--- src/hdl/sbv_pkg.sv ---
// Shared types, constants and codes for the sphere band vertex generator.
package sbv_pkg;

	localparam int DEF_MAX_HSLICES = 63;
	localparam int DEF_MAX_VSLICES = 256;
	localparam int DEF_ANGLE_BITS  = 16;

	localparam int QDEPTH = 2;

	localparam logic [8:0]  RST_NUM_VSLICES = 9'd16;
	localparam logic [5:0]  RST_NUM_HSLICES = 6'd16;
	localparam logic [7:0]  RST_START_RING  = 8'd0;
	localparam logic [15:0] RST_U_TILING    = 16'd256;
	localparam logic [15:0] RST_V_TILING    = 16'd256;

	// quarter-wave sine polynomial coefficients, Q30
	localparam logic [31:0] K1 = 32'd1686629713;
	localparam logic [31:0] K3 = 32'd693598669;
	localparam logic [31:0] K5 = 32'd85569306;
	localparam logic [31:0] K7 = 32'd5026995;
	localparam logic [31:0] K9 = 32'd172272;

	typedef enum logic [2:0] {
		REG_NUM_VSLICES = 3'd0,
		REG_NUM_HSLICES = 3'd1,
		REG_START_RING  = 3'd2,
		REG_U_TILING    = 3'd3,
		REG_V_TILING    = 3'd4
	} cfg_reg_t;

	typedef enum logic [2:0] {
		BK_IDLE,
		BK_DIV,
		BK_DIVW,
		BK_SIN,
		BK_MUL
	} back_state_t;

	typedef enum logic [2:0] {
		OP_LAT_LO,
		OP_LAT_HI,
		OP_V_LO,
		OP_V_HI,
		OP_LON_STEP,
		OP_U_STEP
	} div_op_t;

	typedef enum logic [2:0] {
		SJ_COS_LO,
		SJ_SIN_LO,
		SJ_COS_HI,
		SJ_SIN_HI,
		SJ_COS_LON,
		SJ_SIN_LON
	} sin_job_t;

	typedef struct packed {
		logic [8:0]  num_vslices;
		logic [5:0]  num_hslices;
		logic [7:0]  start_ring;
		logic [15:0] u_tiling;
		logic [15:0] v_tiling;
	} cfg_t;

	// one queued ring, slice counts already clamped
	typedef struct packed {
		logic [7:0]        ring;
		logic [8:0]        nv;
		logic [5:0]        nh;
		logic signed [9:0] d;
	} band_t;

endpackage

--- src/hdl/sphere_band_vertex_generator_unit.sv ---
// Sphere band vertex generator: one ring index in, nh+1 vertex-pair results out.
// Per ring: take it from the queue, six divisions (DW = max(ANGLE_BITS+9, 25) bits),
// four latitude sines, then per column (nh+1 columns) two longitude sines and products on
// the shared multiplier; each strobe is registered with its column's outputs. Throughput
// is set by that multiplier and divider; a two-ring queue takes new items while a ring
// is being worked. Results are never stalled. Reset empties queue, sets config defaults.
module sphere_band_vertex_generator_unit import sbv_pkg::*; #(
	parameter int MAX_HSLICES = DEF_MAX_HSLICES,
	parameter int MAX_VSLICES = DEF_MAX_VSLICES,
	parameter int ANGLE_BITS  = DEF_ANGLE_BITS
) (
	input  logic               clk,
	input  logic               arst_n,
	input  logic               start,
	output logic               busy,
	input  logic [7:0]         ring_index,
	input  logic               cfg_valid,
	output logic               cfg_ready,
	input  logic [2:0]         cfg_index,
	input  logic [15:0]        cfg_data,
	output logic               strobe,
	output logic [5:0]         column,
	output logic signed [15:0] lower_x,
	output logic signed [15:0] lower_y,
	output logic signed [15:0] lower_z,
	output logic signed [15:0] upper_x,
	output logic signed [15:0] upper_y,
	output logic signed [15:0] upper_z,
	output logic [15:0]        tex_u,
	output logic [15:0]        lower_v,
	output logic [15:0]        upper_v,
	output logic               last_column
);

	logic  pop;
	logic  nonempty;
	band_t head;
	cfg_t  cfg;

	sbv_front #(
		.MAX_HSLICES (MAX_HSLICES),
		.MAX_VSLICES (MAX_VSLICES)
	) u_front (
		.clk        (clk),
		.arst_n     (arst_n),
		.start      (start),
		.busy       (busy),
		.ring_index (ring_index),
		.cfg_valid  (cfg_valid),
		.cfg_ready  (cfg_ready),
		.cfg_index  (cfg_index),
		.cfg_data   (cfg_data),
		.pop        (pop),
		.nonempty   (nonempty),
		.head       (head),
		.cfg        (cfg)
	);

	sbv_back #(.ANGLE_BITS(ANGLE_BITS)) u_back (
		.clk         (clk),
		.arst_n      (arst_n),
		.nonempty    (nonempty),
		.head        (head),
		.cfg         (cfg),
		.pop         (pop),
		.strobe      (strobe),
		.column      (column),
		.lower_x     (lower_x),
		.lower_y     (lower_y),
		.lower_z     (lower_z),
		.upper_x     (upper_x),
		.upper_y     (upper_y),
		.upper_z     (upper_z),
		.tex_u       (tex_u),
		.lower_v     (lower_v),
		.upper_v     (upper_v),
		.last_column (last_column)
	);

endmodule

--- src/hdl/sbv_div.sv ---
// Restoring divider, one quotient bit per cycle.
module sbv_div import sbv_pkg::*; #(
	parameter int DW = 25,
	parameter int VW = 10
) (
	input  logic          clk,
	input  logic          arst_n,
	input  logic          start,
	input  logic [DW-1:0] dividend,
	input  logic [VW-1:0] divisor,
	output logic          done,
	output logic [DW-1:0] quotient,
	output logic [VW-1:0] remainder
);

	localparam int CW = $clog2(DW + 1);

	logic [DW-1:0] dq_q;
	logic [VW-1:0] rem_q;
	logic [VW-1:0] div_q;
	logic [CW-1:0] cnt_q;
	logic          run_q;
	logic          done_q;
	logic [VW:0]   trial;
	logic [VW:0]   nrem;
	logic          ge;

	assign trial = {rem_q, dq_q[DW-1]};
	assign ge    = trial >= {1'b0, div_q};
	assign nrem  = ge ? trial - {1'b0, div_q} : trial;

	always_ff @(posedge clk or negedge arst_n) begin
		if (!arst_n) begin
			run_q  <= 1'b0;
			done_q <= 1'b0;
			cnt_q  <= '0;
		end else begin
			done_q <= 1'b0;
			if (start) begin
				run_q <= 1'b1;
				cnt_q <= CW'(DW - 1);
			end else if (run_q) begin
				if (cnt_q == '0) begin
					run_q  <= 1'b0;
					done_q <= 1'b1;
				end else begin
					cnt_q <= cnt_q - CW'(1);
				end
			end
		end
	end

	always_ff @(posedge clk) begin
		if (start) begin
			dq_q  <= dividend;
			rem_q <= '0;
			div_q <= divisor;
		end else if (run_q) begin
			rem_q <= nrem[VW-1:0];
			dq_q  <= {dq_q[DW-2:0], ge};
		end
	end

	assign done      = done_q;
	assign quotient  = dq_q;
	assign remainder = rem_q;

endmodule

--- src/hdl/sbv_front.sv ---
// Front end: configuration registers, ring classification and a two-entry queue.
module sbv_front import sbv_pkg::*; #(
	parameter int MAX_HSLICES = DEF_MAX_HSLICES,
	parameter int MAX_VSLICES = DEF_MAX_VSLICES
) (
	input  logic        clk,
	input  logic        arst_n,
	input  logic        start,
	output logic        busy,
	input  logic [7:0]  ring_index,
	input  logic        cfg_valid,
	output logic        cfg_ready,
	input  logic [2:0]  cfg_index,
	input  logic [15:0] cfg_data,
	input  logic        pop,
	output logic        nonempty,
	output band_t       head,
	output cfg_t        cfg
);

	cfg_t       cfg_q;
	band_t      ent_q [QDEPTH];
	logic       wr_q;
	logic       rd_q;
	logic [1:0] cnt_q;
	logic       push;
	band_t      cls;

	assign cfg_ready = 1'b1;
	assign busy      = cnt_q == 2'(QDEPTH);
	assign push      = start && !busy;
	assign nonempty  = cnt_q != 2'd0;
	assign head      = ent_q[rd_q];
	assign cfg       = cfg_q;

	always_ff @(posedge clk or negedge arst_n) begin
		if (!arst_n) begin
			cfg_q.num_vslices <= RST_NUM_VSLICES;
			cfg_q.num_hslices <= RST_NUM_HSLICES;
			cfg_q.start_ring  <= RST_START_RING;
			cfg_q.u_tiling    <= RST_U_TILING;
			cfg_q.v_tiling    <= RST_V_TILING;
		end else if (cfg_valid) begin
			unique case (cfg_index)
				REG_NUM_VSLICES: cfg_q.num_vslices <= cfg_data[8:0];
				REG_NUM_HSLICES: cfg_q.num_hslices <= cfg_data[5:0];
				REG_START_RING:  cfg_q.start_ring  <= cfg_data[7:0];
				REG_U_TILING:    cfg_q.u_tiling    <= cfg_data;
				REG_V_TILING:    cfg_q.v_tiling    <= cfg_data;
				default: ;
			endcase
		end
	end

	always_comb begin
		cls.ring = ring_index;
		if (cfg_q.num_vslices == 9'd0)
			cls.nv = 9'd1;
		else if (cfg_q.num_vslices > 9'(MAX_VSLICES))
			cls.nv = 9'(MAX_VSLICES);
		else
			cls.nv = cfg_q.num_vslices;
		if (cfg_q.num_hslices == 6'd0)
			cls.nh = 6'd1;
		else if (cfg_q.num_hslices > 6'(MAX_HSLICES))
			cls.nh = 6'(MAX_HSLICES);
		else
			cls.nh = cfg_q.num_hslices;
		cls.d = $signed({2'b00, ring_index}) - $signed({2'b00, cfg_q.start_ring});
	end

	always_ff @(posedge clk or negedge arst_n) begin
		if (!arst_n) begin
			wr_q  <= 1'b0;
			rd_q  <= 1'b0;
			cnt_q <= 2'd0;
		end else begin
			if (push)
				wr_q <= ~wr_q;
			if (pop)
				rd_q <= ~rd_q;
			cnt_q <= cnt_q + 2'(push) - 2'(pop);
		end
	end

	always_ff @(posedge clk) begin
		if (push)
			ent_q[wr_q] <= cls;
	end

endmodule

--- src/hdl/sbv_back.sv ---
// Back end: per-ring divisions, shared sine/product multiplier and column sequencer.
module sbv_back import sbv_pkg::*; #(
	parameter int ANGLE_BITS = DEF_ANGLE_BITS
) (
	input  logic               clk,
	input  logic               arst_n,
	input  logic               nonempty,
	input  band_t              head,
	input  cfg_t               cfg,
	output logic               pop,
	output logic               strobe,
	output logic [5:0]         column,
	output logic signed [15:0] lower_x,
	output logic signed [15:0] lower_y,
	output logic signed [15:0] lower_z,
	output logic signed [15:0] upper_x,
	output logic signed [15:0] upper_y,
	output logic signed [15:0] upper_z,
	output logic [15:0]        tex_u,
	output logic [15:0]        lower_v,
	output logic [15:0]        upper_v,
	output logic               last_column
);

	localparam int AB = ANGLE_BITS;
	localparam int DW = (AB + 9 > 25) ? AB + 9 : 25;
	localparam int VW = 10;
	localparam logic [AB-1:0] QUARTER = AB'(1) << (AB - 2);
	localparam logic [AB-1:0] THREEQ  = AB'(3) << (AB - 2);

	back_state_t state_q, state_d;
	div_op_t     op_q;
	sin_job_t    sj_q;
	logic [2:0]  stp_q;
	band_t       band_q;

	logic          div_start;
	logic          div_done;
	logic [DW-1:0] div_a;
	logic [VW-1:0] div_b;
	logic [DW-1:0] quo;
	logic [VW-1:0] rem;

	logic [AB-1:0] la_q, ua_q, lon_q, q0_q;
	logic [5:0]    lonr_q, r0_q, tur_q, r1_q, col_q;
	logic [21:0]   tu_q;
	logic [15:0]   q1_q, lv_q, uv_q;
	logic signed [15:0] cl_q, sl_q, cu_q, su_q, co_q, so_q;

	logic [63:0] p_q;
	logic [31:0] z2_q;
	logic [31:0] ma, mb;
	logic [63:0] tsub;
	logic [31:0] kk;

	logic [AB-1:0]   ang;
	logic [1:0]      quad;
	logic [AB+13:0]  zw;
	logic [16:0]     z;
	logic [63:0]     sr;
	logic [31:0]     s;
	logic [14:0]     m;
	logic signed [15:0] sval;

	logic signed [9:0] d1;
	logic [8:0]  dl, d1l;
	logic [24:0] vp0, vp1;
	logic [15:0] vsat;

	logic [1:0]  ik, sk;
	logic signed [15:0] pa_i, pb_i, pa_s, pb_s;
	logic [15:0] abs_a, abs_b;
	logic [15:0] mres;
	logic signed [15:0] mval;

	logic [6:0]  lsum, tsum;
	logic        lge, tge;
	logic        last;

	// next state and control
	always_comb begin
		state_d   = state_q;
		pop       = 1'b0;
		div_start = 1'b0;
		unique case (state_q)
			BK_IDLE: begin
				if (nonempty) begin
					pop     = 1'b1;
					state_d = BK_DIV;
				end
			end
			BK_DIV: begin
				div_start = 1'b1;
				state_d   = BK_DIVW;
			end
			BK_DIVW: begin
				if (div_done)
					state_d = (op_q == OP_U_STEP) ? BK_SIN : BK_DIV;
			end
			BK_SIN: begin
				if (stp_q == 3'd6 && sj_q == SJ_SIN_LON)
					state_d = BK_MUL;
			end
			BK_MUL: begin
				if (stp_q == 3'd4)
					state_d = last ? BK_IDLE : BK_SIN;
			end
			default: state_d = BK_IDLE;
		endcase
	end

	always_ff @(posedge clk or negedge arst_n) begin
		if (!arst_n) begin
			state_q <= BK_IDLE;
			op_q    <= OP_LAT_LO;
			sj_q    <= SJ_COS_LO;
			stp_q   <= 3'd0;
			strobe  <= 1'b0;
		end else begin
			state_q <= state_d;
			strobe  <= state_q == BK_MUL && stp_q == 3'd4;
			unique case (state_q)
				BK_IDLE: begin
					op_q  <= OP_LAT_LO;
					sj_q  <= SJ_COS_LO;
					stp_q <= 3'd0;
				end
				BK_DIVW: begin
					if (div_done && op_q != OP_U_STEP)
						op_q <= div_op_t'(op_q + 3'd1);
				end
				BK_SIN: begin
					if (stp_q == 3'd6) begin
						stp_q <= 3'd0;
						if (sj_q != SJ_SIN_LON)
							sj_q <= sin_job_t'(sj_q + 3'd1);
					end else begin
						stp_q <= stp_q + 3'd1;
					end
				end
				BK_MUL: begin
					if (stp_q == 3'd4) begin
						stp_q <= 3'd0;
						sj_q  <= SJ_COS_LON;
					end else begin
						stp_q <= stp_q + 3'd1;
					end
				end
				default: ;
			endcase
		end
	end

	// division operands
	assign d1  = band_q.d + 10'sd1;
	assign dl  = (band_q.d > 10'sd0) ? band_q.d[8:0] : 9'd0;
	assign d1l = (d1 > 10'sd0) ? d1[8:0] : 9'd0;
	assign vp0 = 25'(dl) * 25'(cfg.v_tiling);
	assign vp1 = 25'(d1l) * 25'(cfg.v_tiling);

	always_comb begin
		div_a = '0;
		div_b = '0;
		unique case (op_q)
			OP_LAT_LO: begin
				div_a = (DW'(band_q.ring) << AB) + DW'(band_q.nv);
				div_b = {band_q.nv, 1'b0};
			end
			OP_LAT_HI: begin
				div_a = (DW'({1'b0, band_q.ring} + 9'd1) << AB) + DW'(band_q.nv);
				div_b = {band_q.nv, 1'b0};
			end
			OP_V_LO: begin
				div_a = DW'(vp0) + DW'(band_q.nv >> 1);
				div_b = {1'b0, band_q.nv};
			end
			OP_V_HI: begin
				div_a = DW'(vp1) + DW'(band_q.nv >> 1);
				div_b = {1'b0, band_q.nv};
			end
			OP_LON_STEP: begin
				div_a = DW'(1) << AB;
				div_b = VW'(band_q.nh);
			end
			OP_U_STEP: begin
				div_a = DW'(cfg.u_tiling);
				div_b = VW'(band_q.nh);
			end
			default: ;
		endcase
	end

	sbv_div #(.DW(DW), .VW(VW)) u_div (
		.clk       (clk),
		.arst_n    (arst_n),
		.start     (div_start),
		.dividend  (div_a),
		.divisor   (div_b),
		.done      (div_done),
		.quotient  (quo),
		.remainder (rem)
	);

	assign vsat = (|quo[DW-1:16]) ? 16'hFFFF : quo[15:0];

	// sine argument
	always_comb begin
		unique case (sj_q)
			SJ_COS_LO:  ang = la_q + QUARTER;
			SJ_SIN_LO:  ang = la_q;
			SJ_COS_HI:  ang = ua_q + QUARTER;
			SJ_SIN_HI:  ang = ua_q;
			SJ_COS_LON: ang = lon_q + QUARTER;
			SJ_SIN_LON: ang = lon_q;
			default:    ang = lon_q;
		endcase
	end

	assign quad = ang[AB-1:AB-2];
	assign zw   = {ang[AB-3:0], 16'd0} >> (AB - 2);
	assign z    = quad[0] ? 17'h10000 - {1'b0, zw[15:0]} : {1'b0, zw[15:0]};
	assign sr   = p_q + 64'h8000_0000;
	assign s    = sr[63:32];
	assign m    = (s > 32'd16384) ? 15'd16384 : s[14:0];
	assign sval = quad[1] ? -$signed({1'b0, m}) : $signed({1'b0, m});

	// product pairs
	assign ik   = stp_q[1:0];
	assign sk   = 2'(stp_q - 3'd1);
	assign pa_i = ik[1] ? cu_q : cl_q;
	assign pb_i = ik[0] ? so_q : co_q;
	assign pa_s = sk[1] ? cu_q : cl_q;
	assign pb_s = sk[0] ? so_q : co_q;
	assign abs_a = pa_i[15] ? 16'(-pa_i) : pa_i;
	assign abs_b = pb_i[15] ? 16'(-pb_i) : pb_i;
	assign mres  = 16'((p_q[29:0] + 30'd8192) >> 14);
	assign mval  = (pa_s[15] ^ pb_s[15]) ? -$signed(mres) : $signed(mres);

	always_comb begin
		unique case (stp_q)
			3'd2:    kk = K7;
			3'd3:    kk = K5;
			3'd4:    kk = K3;
			default: kk = K1;
		endcase
		tsub = 64'(kk) - (p_q >> 30);
		ma = '0;
		mb = '0;
		if (state_q == BK_SIN) begin
			unique case (stp_q)
				3'd0: begin
					ma = 32'(z);
					mb = 32'(z);
				end
				3'd1: begin
					ma = p_q[33:2];
					mb = K9;
				end
				3'd2, 3'd3, 3'd4: begin
					ma = z2_q;
					mb = tsub[31:0];
				end
				3'd5: begin
					ma = 32'(z);
					mb = tsub[31:0];
				end
				default: ;
			endcase
		end else if (state_q == BK_MUL) begin
			ma = 32'(abs_a);
			mb = 32'(abs_b);
		end
	end

	assign lsum = {1'b0, lonr_q} + {1'b0, r0_q};
	assign tsum = {1'b0, tur_q} + {1'b0, r1_q};
	assign lge  = lsum >= {1'b0, band_q.nh};
	assign tge  = tsum >= {1'b0, band_q.nh};
	assign last = col_q == band_q.nh;

	// datapath
	always_ff @(posedge clk) begin
		p_q <= {32'd0, ma} * {32'd0, mb};
		if (pop)
			band_q <= head;
		if (state_q == BK_DIVW && div_done) begin
			unique case (op_q)
				OP_LAT_LO: la_q <= quo[AB-1:0] + THREEQ;
				OP_LAT_HI: ua_q <= quo[AB-1:0] + THREEQ;
				OP_V_LO:   lv_q <= (band_q.d > 10'sd0) ? vsat : 16'd0;
				OP_V_HI:   uv_q <= (d1 > 10'sd0) ? vsat : 16'd0;
				OP_LON_STEP: begin
					q0_q <= quo[AB-1:0];
					r0_q <= rem[5:0];
				end
				OP_U_STEP: begin
					q1_q   <= quo[15:0];
					r1_q   <= rem[5:0];
					lon_q  <= '0;
					lonr_q <= band_q.nh >> 1;
					tu_q   <= '0;
					tur_q  <= band_q.nh >> 1;
					col_q  <= '0;
				end
				default: ;
			endcase
		end
		if (state_q == BK_SIN) begin
			if (stp_q == 3'd1)
				z2_q <= p_q[33:2];
			if (stp_q == 3'd6) begin
				unique case (sj_q)
					SJ_COS_LO:  cl_q <= sval;
					SJ_SIN_LO:  sl_q <= sval;
					SJ_COS_HI:  cu_q <= sval;
					SJ_SIN_HI:  su_q <= sval;
					SJ_COS_LON: co_q <= sval;
					SJ_SIN_LON: so_q <= sval;
					default: ;
				endcase
			end
		end
		if (state_q == BK_MUL) begin
			unique case (stp_q)
				3'd1: lower_x <= mval;
				3'd2: lower_y <= mval;
				3'd3: upper_x <= mval;
				3'd4: begin
					upper_y     <= mval;
					lower_z     <= sl_q;
					upper_z     <= su_q;
					column      <= col_q;
					tex_u       <= (|tu_q[21:16]) ? 16'hFFFF : tu_q[15:0];
					lower_v     <= lv_q;
					upper_v     <= uv_q;
					last_column <= last;
					col_q       <= col_q + 6'd1;
					lonr_q      <= lge ? 6'(lsum - {1'b0, band_q.nh}) : lsum[5:0];
					lon_q       <= lon_q + q0_q + AB'(lge);
					tur_q       <= tge ? 6'(tsum - {1'b0, band_q.nh}) : tsum[5:0];
					tu_q        <= tu_q + 22'(q1_q) + 22'(tge);
				end
				default: ;
			endcase
		end
	end

endmodule
--- config.mk ---
export PLATFORM = sky130hd
export DESIGN_NAME = sphere_band_vertex_generator_unit
export DESIGN_NICKNAME = d
export VERILOG_FILES = /design/src/hdl/sbv_pkg.sv /design/src/hdl/sphere_band_vertex_generator_unit.sv /design/src/hdl/sbv_div.sv /design/src/hdl/sbv_front.sv /design/src/hdl/sbv_back.sv
export SDC_FILE = /design/constraint.sdc
export NUM_CORES = 2
export LEC_CHECK = 0
export ABC_AREA = 1
export BUFFER_PORTS_ARGS = -buffer_cell sky130_fd_sc_hd__buf_2
export CORE_ASPECT_RATIO = 1.5
export CORE_MARGIN = 2
export CORE_UTILIZATION = 46
export DETAILED_ROUTE_END_ITERATION = 8
export PLACE_DENSITY = 0.6
export SYNTH_ARGS = -nofsm -noshare
export SYNTH_HDL_FRONTEND = slang
export SYNTH_SLANG_ARGS = --single-unit
--- constraint.sdc ---
create_clock -name clk -period 20.5 [get_ports clk]
set_clock_uncertainty 0.2 [all_clocks]
set_input_delay 0 -clock clk [delete_from_list [all_inputs] [get_ports clk]]
set_output_delay 0 -clock clk [all_outputs]
set_load 0.01 [all_outputs]
==> run summary <==
Portion of the post-synthesis area used by sequential elements: 25.71%. The met2 demand-to-capacity share in global routing came out at 58.08%. The top cell types in the final layout, fill and taps aside, are sky130_fd_sc_hd__inv_1, sky130_fd_sc_hd__nand2_1, sky130_fd_sc_hd__fa_1. Dominant synthesized flop cell: sky130_fd_sc_hd__edfxtp_1. The run gives 65,900 as the via count of the first global-routing pass.

The arrival time of data at the critical path endpoint was 13,240 ps. The share of layout cells above drive strength 1 works out to 7.515%. In this run the power density over the cells is 45.12 mW/mm^2.

Global routing used 3.405% of the available met3 tracks. 185 I/O pins were placed. For the worst setup path, the data required time is 20,840 ps.

Counting I/O delays and the setup requirement, the final critical path takes 12,900 ps. Summing all placed instances gives a cell area of 0.08151 mm^2. In this run, CTS created clock tree buffers numbering 76. In this run the critical register-to-register path is launched from u_back.stp_q[1].

For flop-to-flop paths, the worst setup slack is 7600 ps. TritonCTS built the clock tree. Critical path class: register to register.

After clock tree synthesis, the repair step resized 0 gates. Adding up every negative setup slack in the final design gives 0 ps. The clock-pin slew reported for the worst setup and hold paths after clock tree synthesis came out at 70 ps. The mapped netlist covers 0.07818 mm^2. The first global-routing pass estimated 401,500 um of wire.

The design draws 3813 uW. The critical-path maximum fanout is 23, and the setup slack at placement is 7687 ps. For the overall fraction of global-route tracks in use, the log shows 31.10%. Before antenna repair, the detailed router went through 6 iterations.

The number of enable flip-flop cells after synthesis is 518. Compared with the post-synthesis result, the final layout area differs by 8.094%. After synthesis, the mean cell area works out to 8.816 um^2. In this run the tightest slew margin relative to its limit is 15.54%.

Of the available clock period, the critical path in the final layout requires 62.95%. The H-tree was split into 3 levels. The setup violation total in the final timing report is 0, and the cell depth of the worst flop-to-flop path is 41.

The run gives 710 ps as the clock latency at the later pin of the worst-skew pair. Critical path endpoint category: a register. Type of the tightest min-delay check: input pin to register. In this run the horizontal extent of the chip is 340.6 um. The HPWL after detailed placement is 216,200 um. The tool flagged a number of max-cap violations equal to 0. Slew at the pin with the worst max-slew slack: 1264 ps. The cell with the largest stage delay on the worst path was sky130_fd_sc_hd__dfrtp_1.

After global routing, the most crowded layer is met2. For this run, global-route usage on met1 was measured as 32.80%. The CTS sink count is 725, and the count of nets after finishing is 10,700.

The worst hold path begins at cfg_data[8]. The type of origin of the critical path is a register. The number of storage elements in the synthesis netlist works out to 725. After detailed routing, the total wire length is 266,700 um. The count of warnings emitted by yosys was 0. After floorplanning, the core was sized to cover 0.1692 mm^2. The die covers 0.1733 mm^2. In this run the clock root is driven by a sky130_fd_sc_hd__clkbuf_16.

The worst stage delay on the critical path came out at 1000 ps. Dividing the detail-routed via count by the number of cells gives 5.452. The clock passes through at most 3 buffers.

The tools report the maximum clock rate as 77.49 MHz. Setup slack on the critical path of the routed design comes to 7595 ps. For this configuration, the core starts out at a cell density of 46.20%. After detailed routing, the average wire length per cell comes to 23.53 um. In this run, the number of DRC markers left after iteration 0 of detailed routing was 4,601. Setup repair after global routing left no endpoint under its margin. The tightest hold path in the finished design has a slack of 55.79 ps.

The run gives 0 as the max-slew violation count. Most common cell after layout, fill and taps aside: sky130_fd_sc_hd__inv_1. The tools report the residual DRC count as 0. The tools report the number of hold violations in the final report as 0. Post-route cell area: 0.08450 mm^2. The gate count of the mapped netlist is 8,868, and the count of antenna-violating nets left after detailed routing is 0. The final route contains 61,790 vias. Entering global routing, the biggest net connects 75 pins. Summed over all layers, the global routing overflow is 0. Of all flip-flops after synthesis, the portion carrying an async set or reset was 10.90%. The number of antenna violations at the first check in global routing was 2. The chip height was 508.9 um.

The most numerous cell type found on the critical path is sky130_fd_sc_hd__inv_1. The worst hold path stage count works out to 4. The worst hold endpoint is u_front.cfg[8].

Port buffering added 183 buffers. The flow ran to the end, and the final reports show no timing, DRC or antenna violations. IR analysis of the VDD net gives a maximum drop of 0.07199 mV. Routability-driven placement finished with a final weighted congestion of 1.006.

Row generation in the floorplan step produced 185 rows. The number of library cell types mapped by synthesis was 82; the static leakage was 0.03973 uW. The destination of the worst register-to-register timing path was u_back.p_q[35].
-- worst max-delay path: cells and delay by family (launching register included) --
| family | cells | cell delay [ps] |
|---|---|---|
| flip-flops | 1 | 1000 |
| AND/OR/NAND/NOR | 9 | 1970 |
| XOR/XNOR | 1 | 650 |
| buffers and inverters | 11 | 1490 |
| adder cells (fa/ha/maj) | 12 | 5150 |
| AO/OA/AOI/OAI | 8 | 2270 |
-- per-stage QoR --
step / util [%] / instances
after CTS: 49.94 / 11330
after detailed placement: 48.17 / 11150
final: 49.94 / 11330
after global placement: 48.17 / 11150
after floorplan: - / 8883
after global routing: 49.94 / 11330
-- Yosys cell counts, drive strengths merged, types with 16 or more instances --
cell type	n	share of area [%]
nand4	44	0.35
clkbuf	127	0.61
nand3	248	1.6
dfxtp	128	3.3
xor2	113	1.3
o21ai	360	2.4
o21a	17	0.16
mux2	32	0.46
edfxtp	518	20
a31oi	38	0.30
xnor2	64	0.72
o22ai	47	0.44
a21boi	24	0.24
a21oi	421	2.8
inv	1916	9.2
o211ai	31	0.30
or2	46	0.37
nand2	1741	8.6
o21bai	16	0.15
nor3	57	0.42
fa	1113	29
nor2	879	4.3
buf	146	1.2
ha	528	8.5
dfrtp	75	2.4
-- worst max-delay path by stage --
stage,start,to,slack [ps],cells after the start
after floorplan,u_back.stp_q[1],u_back.p_q[48],11100,51
after global placement,u_back.stp_q[1],u_back.p_q[35],7640,41
after detailed placement,u_back.stp_q[1],u_back.p_q[35],7690,41
after CTS,u_back.stp_q[1],u_back.p_q[35],7620,41
after global routing,u_back.stp_q[1],u_back.p_q[35],7050,41
final,u_back.stp_q[1],u_back.p_q[35],7600,41
-- cells by family (layout without fill, tap and decap cells) --
| kind of cell | count (synthesis) | count (layout) | synth area share [%] |
|---|---|---|---|
| AOI/OAI and AO/OA | 1031 | 1031 | 7.617 |
| xor gates and xnor gates | 177 | 177 | 1.993 |
| adders and majority gates | 1641 | 1641 | 36.95 |
| buffers and inverters | 2198 | 2403 | 11.06 |
| DFF | 725 | 725 | 25.71 |
| muxes | 41 | 41 | 0.5762 |
| other | 2 | 19 | 0.009606 |
| and+or+nand+nor | 3053 | 3053 | 16.08 |
-- layer usage --
metal | up-vias | routed length [um] | share of wire, %
li1 | 27690 | - | -
met1 | 30870 | 90830 | 34
met2 | 2368 | 140400 | 53
met3 | 861 | 13400 | 5.0
met4 | 2 | 22090 | 8.3
met5 | - | 13 | 0.0049
-- power breakdown --
part | leakage, uW | switching (uW) | internal (uW) | total (uW)
registers | 0.00655 | 60.6 | 1630 | 1690
logic | 0.0320 | 466 | 267 | 733
clock network | 0.00119 | 618 | 772 | 1390
-- cell type report --
type,count,area (um^2)
clock buffers,104,2068
clock inverters,34,429.2
inverters,1925,7238
diodes,2,5.005
fillers,16080,84700
repair buffers,340,2227
multi-input cells,5960,49630
well taps,2244,2808
flip-flops and latches,725,20100
-- state kept, by name (all words and copies together) (netlist names), 22 cells and up --
signal / flops
u_back.band_q: 32
u_back.u_div.quotient: 25
u_front.ent_q: 64
u_back.tu_q: 22
u_back.p_q: 62
u_back.z2_q: 32
u_front.cfg: 55
-- what timing repair did --
action / 4_1_cts / 5_1_grt
endpoints found under the hold margin: 213 / 0
hold buffers: 48 / 0
buffers inserted: 0 / 0
(Power assumes the default switching activity.)
